--- src/hw/rtl/sbat_pkg.sv ---
`timescale 1ns / 1ps

package sbat_pkg;

  // field widths
  localparam int unsigned PeerW  = 10;
  localparam int unsigned TimeW  = 32;
  localparam int unsigned IdW    = 32;
  localparam int unsigned CauseW = 8;
  localparam int unsigned NodeW  = 8;
  localparam int unsigned LocalW = 4;

  // highest valid node number
  localparam int unsigned NodeCount = 10;

  // peer mask field
  localparam logic [PeerW-1:0] PeerFieldMask = 10'h3FF;

  // opcodes
  localparam logic [1:0] OpBegin = 2'd0;
  localparam logic [1:0] OpAck   = 2'd1;
  localparam logic [1:0] OpTick  = 2'd2;

  // message kinds
  localparam logic [1:0] KindStopReq = 2'd0;
  localparam logic [1:0] KindStopAck = 2'd1;

  // status codes
  localparam logic [1:0] StOk       = 2'd0;
  localparam logic [1:0] StBadArg   = 2'd1;
  localparam logic [1:0] StBadValue = 2'd2;
  localparam logic [1:0] StEmpty    = 2'd3;

  // register indexes
  localparam logic [1:0] RegLocalNode     = 2'd0;
  localparam logic [1:0] RegPeerSet       = 2'd1;
  localparam logic [1:0] RegRetryInterval = 2'd2;

  // reset values of the registers
  localparam logic [LocalW-1:0] LocalNodeRst     = 4'd1;
  localparam logic [TimeW-1:0]  RetryIntervalRst = 32'd1000;

  // node number in range
  function automatic logic node_ok(logic [NodeW-1:0] node);
    return (node >= NodeW'(1)) && (node <= NodeW'(NodeCount));
  endfunction

  // mask bit of a node, empty when the node is out of range
  function automatic logic [PeerW-1:0] node_bit(logic [NodeW-1:0] node);
    logic [PeerW-1:0] m;
    m = '0;
    if (node_ok(node) && (node <= NodeW'(PeerW))) begin
      m = PeerW'(1) << (node - NodeW'(1));
    end
    return m;
  endfunction

endpackage

--- src/hw/rtl/stop_broadcast_ack_tracker.sv ---
`timescale 1ns / 1ps

// channel  | valid / ready             | payload
// ---------+---------------------------+--------------------------------------------
// cfg      | cfg_valid_i / cfg_ready_o | cfg_index_i, cfg_data_i
// in       | in_valid_i / in_ready_o   | opcode, now_time, msg_kind, msg_source,
//          |                           | bound_source, req_id, stop_cause
// out      | out_valid_o / out_ready_i | status, resend_*, missing_set,
//          |                           | pending_now, broadcast_active
//
// one item per cycle sustained while the output is not stalled; a taken item loads the
// input register, then its result loads the result register, where it is valid
// the tracker state is updated in the same cycle that the result register loads
// reset clears the tracker state and loads register defaults; cfg is always ready
// a stalled output holds the result and the input register, backing up in_ready_o

module stop_broadcast_ack_tracker (
  input  logic                        clk_i,
  input  logic                        rst_ni,

  input  logic                        cfg_valid_i,
  output logic                        cfg_ready_o,
  input  logic [1:0]                  cfg_index_i,
  input  logic [31:0]                 cfg_data_i,

  input  logic                        in_valid_i,
  output logic                        in_ready_o,
  input  logic [1:0]                  opcode_i,
  input  logic [sbat_pkg::TimeW-1:0]  now_time_i,
  input  logic [1:0]                  msg_kind_i,
  input  logic [sbat_pkg::NodeW-1:0]  msg_source_i,
  input  logic [sbat_pkg::NodeW-1:0]  bound_source_i,
  input  logic [sbat_pkg::IdW-1:0]    req_id_i,
  input  logic [sbat_pkg::CauseW-1:0] stop_cause_i,

  output logic                        out_valid_o,
  input  logic                        out_ready_i,
  output logic [1:0]                  status_o,
  output logic                        resend_valid_o,
  output logic [sbat_pkg::IdW-1:0]    resend_id_o,
  output logic [sbat_pkg::CauseW-1:0] resend_cause_o,
  output logic [sbat_pkg::PeerW-1:0]  missing_set_o,
  output logic [sbat_pkg::PeerW-1:0]  pending_now_o,
  output logic                        broadcast_active_o
);

  import sbat_pkg::*;

  // configuration registers
  logic [LocalW-1:0] local_node_q;
  logic [PeerW-1:0]  peer_set_q;
  logic [TimeW-1:0]  retry_interval_q;

  assign cfg_ready_o = 1'b1;

  always_ff @(posedge clk_i or negedge rst_ni) begin
    if (!rst_ni) begin
      local_node_q     <= LocalNodeRst;
      peer_set_q       <= '0;
      retry_interval_q <= RetryIntervalRst;
    end else if (cfg_valid_i) begin
      case (cfg_index_i)
        RegLocalNode:     local_node_q     <= cfg_data_i[LocalW-1:0];
        RegPeerSet:       peer_set_q       <= cfg_data_i[PeerW-1:0] & PeerFieldMask;
        RegRetryInterval: retry_interval_q <= cfg_data_i[TimeW-1:0];
        default: ;
      endcase
    end
  end

  // input register
  logic              in_vld_q;
  logic [1:0]        op_q;
  logic [TimeW-1:0]  now_q;
  logic [1:0]        kind_q;
  logic [NodeW-1:0]  src_q;
  logic [NodeW-1:0]  bound_q;
  logic [IdW-1:0]    rid_q;
  logic [CauseW-1:0] cause_q;

  logic out_vld_q;
  logic advance;

  assign advance    = in_vld_q && (!out_vld_q || out_ready_i);
  assign in_ready_o = !in_vld_q || advance;

  always_ff @(posedge clk_i or negedge rst_ni) begin
    if (!rst_ni) begin
      in_vld_q <= 1'b0;
    end else if (in_ready_o) begin
      in_vld_q <= in_valid_i;
    end
  end

  always_ff @(posedge clk_i) begin
    if (in_ready_o && in_valid_i) begin
      op_q    <= opcode_i;
      now_q   <= now_time_i;
      kind_q  <= msg_kind_i;
      src_q   <= msg_source_i;
      bound_q <= bound_source_i;
      rid_q   <= req_id_i;
      cause_q <= stop_cause_i;
    end
  end

  // tracker state
  logic [IdW-1:0]    active_id_q, active_id_d;
  logic [CauseW-1:0] active_cause_q, active_cause_d;
  logic [PeerW-1:0]  pending_q, pending_d;
  logic [TimeW-1:0]  deadline_q, deadline_d;
  logic              in_prog_q, in_prog_d;

  // result values
  logic [1:0]        st_d;
  logic              rs_vld_d;
  logic [IdW-1:0]    rs_id_d;
  logic [CauseW-1:0] rs_cause_d;
  logic [PeerW-1:0]  rs_missing_d;

  logic [NodeW-1:0]  local_ext;
  logic [PeerW-1:0]  begin_mask;
  logic [PeerW-1:0]  ack_bit;
  logic [TimeW-1:0]  since_deadline;
  logic [TimeW-1:0]  next_deadline;

  assign local_ext      = NodeW'(local_node_q);
  assign begin_mask     = peer_set_q & ~node_bit(local_ext) & PeerFieldMask;
  assign ack_bit        = node_bit(bound_q);
  assign since_deadline = now_q - deadline_q;
  assign next_deadline  = now_q + retry_interval_q;

  // per-item update
  always_comb begin
    active_id_d    = active_id_q;
    active_cause_d = active_cause_q;
    pending_d      = pending_q;
    deadline_d     = deadline_q;
    in_prog_d      = in_prog_q;
    st_d           = StBadArg;
    rs_vld_d       = 1'b0;
    rs_id_d        = '0;
    rs_cause_d     = '0;
    rs_missing_d   = '0;

    case (op_q)
      OpBegin: begin
        if (kind_q != KindStopReq || !node_ok(local_ext) || src_q != local_ext ||
            rid_q == '0) begin
          st_d = StBadArg;
        end else begin
          active_id_d    = rid_q;
          active_cause_d = cause_q;
          pending_d      = begin_mask;
          deadline_d     = next_deadline;
          in_prog_d      = begin_mask != '0;
          st_d           = StOk;
        end
      end
      OpAck: begin
        if (!node_ok(bound_q)) begin
          st_d = StBadArg;
        end else if (kind_q != KindStopAck || src_q != bound_q) begin
          st_d = StBadValue;
        end else if (!in_prog_q || rid_q != active_id_q) begin
          st_d = StEmpty;
        end else if ((pending_q & ack_bit) == '0) begin
          st_d = StEmpty;
        end else begin
          pending_d = pending_q & ~ack_bit;
          if ((pending_q & ~ack_bit) == '0) begin
            in_prog_d = 1'b0;
          end
          st_d = StOk;
        end
      end
      OpTick: begin
        if (!in_prog_q || pending_q == '0) begin
          st_d = StEmpty;
        end else if (since_deadline[TimeW-1]) begin
          st_d = StEmpty;
        end else begin
          rs_vld_d     = 1'b1;
          rs_id_d      = active_id_q;
          rs_cause_d   = active_cause_q;
          rs_missing_d = pending_q;
          deadline_d   = next_deadline;
          st_d         = StOk;
        end
      end
      default: begin
        st_d = StBadArg;
      end
    endcase
  end

  always_ff @(posedge clk_i or negedge rst_ni) begin
    if (!rst_ni) begin
      active_id_q    <= '0;
      active_cause_q <= '0;
      pending_q      <= '0;
      deadline_q     <= '0;
      in_prog_q      <= 1'b0;
    end else if (advance) begin
      active_id_q    <= active_id_d;
      active_cause_q <= active_cause_d;
      pending_q      <= pending_d;
      deadline_q     <= deadline_d;
      in_prog_q      <= in_prog_d;
    end
  end

  // result register
  logic [1:0]        st_q;
  logic              rs_vld_q;
  logic [IdW-1:0]    rs_id_q;
  logic [CauseW-1:0] rs_cause_q;
  logic [PeerW-1:0]  rs_missing_q;
  logic [PeerW-1:0]  pend_out_q;
  logic              active_out_q;

  always_ff @(posedge clk_i or negedge rst_ni) begin
    if (!rst_ni) begin
      out_vld_q <= 1'b0;
    end else if (advance) begin
      out_vld_q <= 1'b1;
    end else if (out_ready_i) begin
      out_vld_q <= 1'b0;
    end
  end

  always_ff @(posedge clk_i) begin
    if (advance) begin
      st_q         <= st_d;
      rs_vld_q     <= rs_vld_d;
      rs_id_q      <= rs_id_d;
      rs_cause_q   <= rs_cause_d;
      rs_missing_q <= rs_missing_d;
      pend_out_q   <= pending_d;
      active_out_q <= in_prog_d;
    end
  end

  assign out_valid_o        = out_vld_q;
  assign status_o           = st_q;
  assign resend_valid_o     = rs_vld_q;
  assign resend_id_o        = rs_id_q;
  assign resend_cause_o     = rs_cause_q;
  assign missing_set_o      = rs_missing_q;
  assign pending_now_o      = pend_out_q;
  assign broadcast_active_o = active_out_q;

endmodule

--- config.mk ---
export PLATFORM = sky130hd
export DESIGN_NAME = stop_broadcast_ack_tracker
export DESIGN_NICKNAME = d
export VERILOG_FILES = /design/src/hw/rtl/sbat_pkg.sv /design/src/hw/rtl/stop_broadcast_ack_tracker.sv
export SDC_FILE = /design/constraint.sdc
export NUM_CORES = 1
export LEC_CHECK = 0
export BUFFER_PORTS_ARGS = -buffer_cell sky130_fd_sc_hd__buf_4
export CAP_MARGIN = 20
export CORE_UTILIZATION = 29
export CTS_CLUSTER_SIZE = 40
export DETAILED_ROUTE_END_ITERATION = 8
export SYNTH_ARGS = -nofsm -noshare
export SYNTH_HDL_FRONTEND = slang
export SYNTH_SLANG_ARGS = --single-unit
--- constraint.sdc ---
create_clock -name clk_i -period 5.5 [get_ports clk_i]
set_input_delay 0.55 -clock clk_i [delete_from_list [all_inputs] [get_ports clk_i]]
set_output_delay 0.55 -clock clk_i [all_outputs]
set_load 0.01 [all_outputs]
# Word level (Yosys, flattened, before mapping)
# Index checks and enable logic that the tools add are counted.
# totals
reg_bits	287
in_bits	131
output_inout_bits	67
word_cells	117
# classes
addsub	4
n_lt_le_gt_ge	4
n_eq_ne	11
shift	2
muxes	30
bitwise_logic	7
n_reduce_logical	35
# ops
op	count
$mux W32	3
$mux W10	7
$pmux W32 S2	1
$add A32 B32 Y32	1
$logic_not A32 Y1	1
$ne A32 B32 Y1	1
$sub A32 B32 Y32	1
$and A10 B10 Y10	3
$logic_not A10 Y1	3
$not A10 Y10	2
$pmux W10 S2	1
$shl A1 B8 Y10 const A	2
$mux W2	6
$mux W1	10
$reduce_bool A10 Y1	1
$ge A8 B1 Y1 const B	1
$le A8 B4 Y1 const B	1
$logic_or A1 B1 Y1	8
$ne A8 B4 Y1	1
$ne A8 B8 Y1	1
$sub A8 B1 Y8 const B	1
$logic_and A1 B1 Y1	6
$ne A2 B2 Y1 const B	3
$pmux W2 S3	1
other kinds (16)	27

# Logic depth before layout (Yosys ltp)
# logic_depth
depth_word	13
depth_mapped	16
mapped_depth_nobuf	12

# Worst setup path before layout
# No wires, ideal clock.
# synth_timing
path_kind	input to register
from	in out_ready_i
to	reg deadline_q[3]
setup_ns	0.119
arrival_ns	3.437
required_time_ns	5.381
slack_ns	1.944
path_stages	9
path_buffers	1
cell_sequence	nand2b_1 -> nand2_1 -> clkinv_1 -> nand2_1 -> nor3_1 -> mux2i_1 -> nand2_4 -> buf_4 -> o21a_1
# synth_between
elab_chain_cells	3
# synth_rtl
item	line_no	text
start: declaration	stop_broadcast_ack_tracker.sv:37	input logic out_ready_i,
$logic_or A1 B1 Y1	stop_broadcast_ack_tracker.sv:84	assign advance = in_vld_q && (!out_vld_q || out_ready_i);
$logic_and A1 B1 Y1	stop_broadcast_ack_tracker.sv:84	
named net advance	stop_broadcast_ack_tracker.sv:82	logic advance;
$reduce_and A5 Y1 (no line)	n/a	
end signal: assignment	stop_broadcast_ack_tracker.sv:208	deadline_q <= deadline_d;
end: declaration	stop_broadcast_ack_tracker.sv:111	logic [TimeW-1:0] deadline_q, deadline_d;
# The timed path passes the listed nets, and every way through them passes these cells.
# A chain may end at the register's enable or synchronous reset.

# Worst setup path in the final report
# layout_timing
from	reg now_q[16]
to	reg deadline_q[28]
# layout_between
elab_chain_cells	4
word_cells_on_any_way	8
classes_between	add/sub: 2; eq/ne: 1; mux: 4; reduce/logical: 1
# layout_rtl
item	line_no	text
start: declaration	stop_broadcast_ack_tracker.sv:74	logic [TimeW-1:0] now_q;
start signal: assignment	stop_broadcast_ack_tracker.sv:98	now_q <= now_time_i;
$add A32 B32 Y32	stop_broadcast_ack_tracker.sv:131	assign next_deadline = now_q + retry_interval_q;
$mux W32	stop_broadcast_ack_tracker.sv:180	end else if (since_deadline[TimeW-1]) begin
$mux W32	stop_broadcast_ack_tracker.sv:178	if (!in_prog_q || pending_q == '0) begin
$pmux W32 S2	stop_broadcast_ack_tracker.sv:146	case (op_q)
# Several ways; a longest one is shown, not always the timed one. The select of a mux whose other input is x is not followed.

==> flow_results.org <==
** Run status
- The run finished with clean final reports.

** Job
- Reported max-cap violation count :: 0

** Global route
- Antenna violations before repair :: 0
- The first global-routing pass estimated 56000 um of wire.
- Global routing consumed, over all layers together, 14.6% of the routing resources.
- The number of global-route vias before repair is roughly 9900.
- Global routing finished with a remaining overflow of 0.
- Entering global routing, the biggest net connects 71 pins.

** Synth
- Number of enable flip-flop cells after synthesis :: about 160
- The cell area that synthesis handed to floorplanning was ~14000 um2.
- Flip-flop and latch count after synthesis :: 287
- Counting every net in the synthesized netlist gives 1343.
- By area the synthesized netlist is led by sky130_fd_sc_hd__edfxtp_1 33%, sky130_fd_sc_hd__dfrtp_1 22%, sky130_fd_sc_hd__mux2_2 7.2%.
- Total number of yosys warnings :: 0
- Unique cell type count in the Yosys netlist :: between 70 and 80
- Synthesized instance count :: 1144
- Of the post-synthesis cell area, the dominant cell type holds 33.3%.
- Sequential element share of the synthesized area :: 56.6%
- Synthesized area per cell :: 12.3 um2
- Most used flip-flop cell after synthesis :: sky130_fd_sc_hd__edfxtp_1
- Fraction of registers with async set or reset after synthesis :: between 40% and 50%
- sky130_fd_sc_hd__edfxtp_1 takes more of the synthesized area than any other cell.

** Pwr
- Power spread over the standard cell area amounts to roughly 370 nW/um2.
- Across the VDD grid, the largest voltage drop is 226 uV.
- Static Leakage :: around 7.2 nW

** Die
- Area of the core :: 47800 um2
- In this run the core area contains 80 standard-cell rows.
- Die H :: 222 um
- X dimension of the die :: 222 um
- Full die area :: 49500 um2
- Starting utilization of the core area :: between 20% and 30%
- I/O pins :: slightly below 200

** Setup path
- The kind of cell with the highest combined delay along the critical path is compound AO/OA/AOI/OAI gates.
- Delay of the slowest critical-path stage :: about 860 ps
- Endpoint required time on the critical path :: 5930 ps
- R2R depth :: 9
- The slowest stage of the critical path belongs to the cell sky130_fd_sc_hd__mux2i_1.
- Cells along the critical path :: ha_1 > a21oi_1 > o21ai_0 > a221o_1 > a2111oi_0 > o21ai_0 > mux2i_1 > nand2_4 > mux2_2
- STA classifies the critical path startpoint as a flip-flop.
- CP bufs+invs :: 0
- Launch point of the worst path :: now_q[16]
- The worst setup path is captured at a flip-flop.
- Category of the most critical setup path :: reg2reg
- Counting buffers and inverters, the worst setup path is 9 cells deep.
- Cell type with the highest occurrence count on the critical path :: sky130_fd_sc_hd__o21ai_0
- Data arrival time of the critical path :: 4630 ps
- In this run the worst path has a maximum fanout of 54.
- RR Startpoint :: now_q[16]

** Final layout
- Post-route design area :: 17300 um2
- Fraction of final layout cells with drive strength greater than 1 :: between 20 and 30%
- Relative to the synthesized area, the layout overhead comes to 22.9%.
- Post-layout net count :: ~1500
- Leaving out fill and tap cells, the most frequent cell in the layout is sky130_fd_sc_hd__buf_4.
- Leaving out fill and tap cells, the most frequent cells in the layout are 202 x sky130_fd_sc_hd__buf_4, 156 x sky130_fd_sc_hd__edfxtp_1, 124 x sky130_fd_sc_hd__dfrtp_1, 90 x sky130_fd_sc_hd__mux2_2, 67 x sky130_fd_sc_hd__ha_1.
- Final standard cell utilization of the core :: 36.2%

** STA
- Post-route fraction of the period consumed by the critical path :: 76.4%
- The worst path in the final design needs a cycle of 4200 ps, including I/O delays and setup.
- Setup violations remaining at the end of the flow were counted as 0.
- Skew final :: about 23 ps
- Setup repair after global routing left no endpoint under its margin.
- Hold timing on the final database bottoms out at a slack of 167 ps.
- Worst slew margin relative to its limit :: a little under a third
- Number of slew-limit violations in the final report :: 0
- Setup tns final :: 0 ps
- Based on the critical path, the design can be clocked at up to between 0.2 and 0.25 GHz.
- The hold violation count in the final report is 0.
- Slew at the pin closest to its max-slew limit :: 998 ps

** Placement
- Cell area after placement :: 16200 um2
- Routability-driven placement finished with a final weighted congestion of 0.926.
- The count of buffers added on input and output ports is slightly below 200.
- Detailed placement finished with a half-perimeter wire length of ~25000 um.

** Clock network
- Clock tree synthesis inserted a total of 35 buffers.
- Number of resized instances in the post-cts repair step :: 0
- Post-CTS Repair Setup Buffers :: 0
- Clock tree root driver cell :: sky130_fd_sc_hd__clkbuf_16
- Clock tree from TritonCTS :: yes
- CTS Hold Bufs :: 1
- Skew-Pair Late Insertion Delay :: 560 ps
- Clock Pin Slew Worst Setup and Hold Paths :: 60 ps
- The clock passes through at most 3 buffers.
- Level count of the clock H-tree :: 2
- The clock net in this run drives a total of approximately 290 sinks.

** Detailed routing
- For this run, design rule violations remaining after detail routing come to 0.
- First-pass iteration count of the detailed router :: 5
- Number of vias per cell :: between 4 and 5
- Antenna viol nets, final :: 0
- Average routed wire per standard cell :: 17.9 um
- In this run, the number of DRC markers left after iteration 0 of detailed routing was 478.
- Total number of vias :: 9664
- The routed design has 35600 um of wire.

** Min path
- Hold path startpoint :: req_id_i[25]
- The tightest min-delay check is of the in2reg type.
- Counting instances, the worst hold path has a depth of 1.
-- cell families after synthesis --
family                   count (synthesis)  synth area share [%]
AND/OR/NAND/NOR                        308                  12.1
flip-flops                             287                  56.6
AO/OA/AOI/OAI                          216                  9.93
buffers and inverters                   98                  3.22
multiplexers                            97                  7.78
XOR/XNOR                                69                  4.29
adder cells (fa/ha/maj)                 68                  6.09
other                                    1                0.0266
-- synthesized netlist by cell type, drive strengths merged (4+ instances only) --
cell and count:
edfxtp 156, dfrtp 124, mux2 90, ha 67
o21ai 65, nand2 60, inv 58, nor2 55
and2 51, xnor2 45, a21oi 44, nand3 24
xor2 24, buf 22, nand4 20, nor4 19
a21o 18, clkbuf 17, nand2b 15, nor3 14
a31oi 10, nand3b 9, o211ai 9, or3 9
a31o 8, o22ai 8, dfstp 7, or4 7
a211oi 6, mux2i 6, o21a 6, nor2b 5
o311ai 5, a21boi 4, nor3b 4, o31ai 4
-- area by class of cell --
class                   instances  area (um2)
inverters                      59         221
multi-input cells             759        5670
fillers                      4718       30500
clock buffers                  50        1000
flip-flops and latches        287        7970
repair buffers                204        1540
well taps                     615         769
clock inverters                14         139
diodes                          1        2.50
-- final timing paths --
kind	slack (ps)	to
min in group asynchronous	440	retry_interval_q[29]
max	1300	deadline_q[28]
min reg2reg	460	active_cause_q[5]
min	170	rid_q[25]
max reg2reg	1300	deadline_q[28]
max in group asynchronous	3980	active_id_q[1]
-- per-layer routing --
| layer | track usage (%) | wire (um) | vias to the layer above |
|---|---|---|---|
| li1 | - | - | 4636 |
| met1 | 18.9 | 15900 | 4671 |
| met2 | 24.4 | 17200 | 289 |
| met3 | 2.57 | 1730 | 68 |
| met4 | 5.07 | 851 | 0 |
| met5 | 0 | 0 | - |
-- registers in the layout (all words and copies together) (netlist names), 2 cells and up --
| signal | cells |
|---|---|
| active_cause_q | 8 |
| active_id_q | 32 |
| bound_q | 8 |
| cause_q | 8 |
| deadline_q | 32 |
| kind_q | 2 |
| local_node_q | 4 |
| missing_set_o | 10 |
| now_q | 32 |
| op_q | 2 |
| peer_set_q | 10 |
| pending_now_o | 10 |
| pending_q | 10 |
| resend_cause_o | 8 |
| resend_id_o | 32 |
| retry_interval_q | 32 |
| rid_q | 32 |
| src_q | 8 |
| status_o | 2 |
-- through the flow --
stage,power (mW),worst slack (ps),cells
after floorplan,3.72,1940,1144
after global placement,4.17,1310,1923
after detailed placement,4.22,1320,1923
after CTS,6.56,1280,1988
after global routing,6.84,1030,1988
final,6.47,1300,1989
-- power breakdown --
part / total [mW] / internal, mW / switching [mW] / leakage [nW]
Combinational: 1.42 / 0.622 / 0.793 / 3.55
Sequential: 2.76 / 2.58 / 0.179 / 3.14
Clock: 2.30 / 1.34 / 0.961 / 0.548
Total: 6.47 / 4.54 / 1.93 / 7.24
Note: power is estimated with default switching activity, not from simulation.
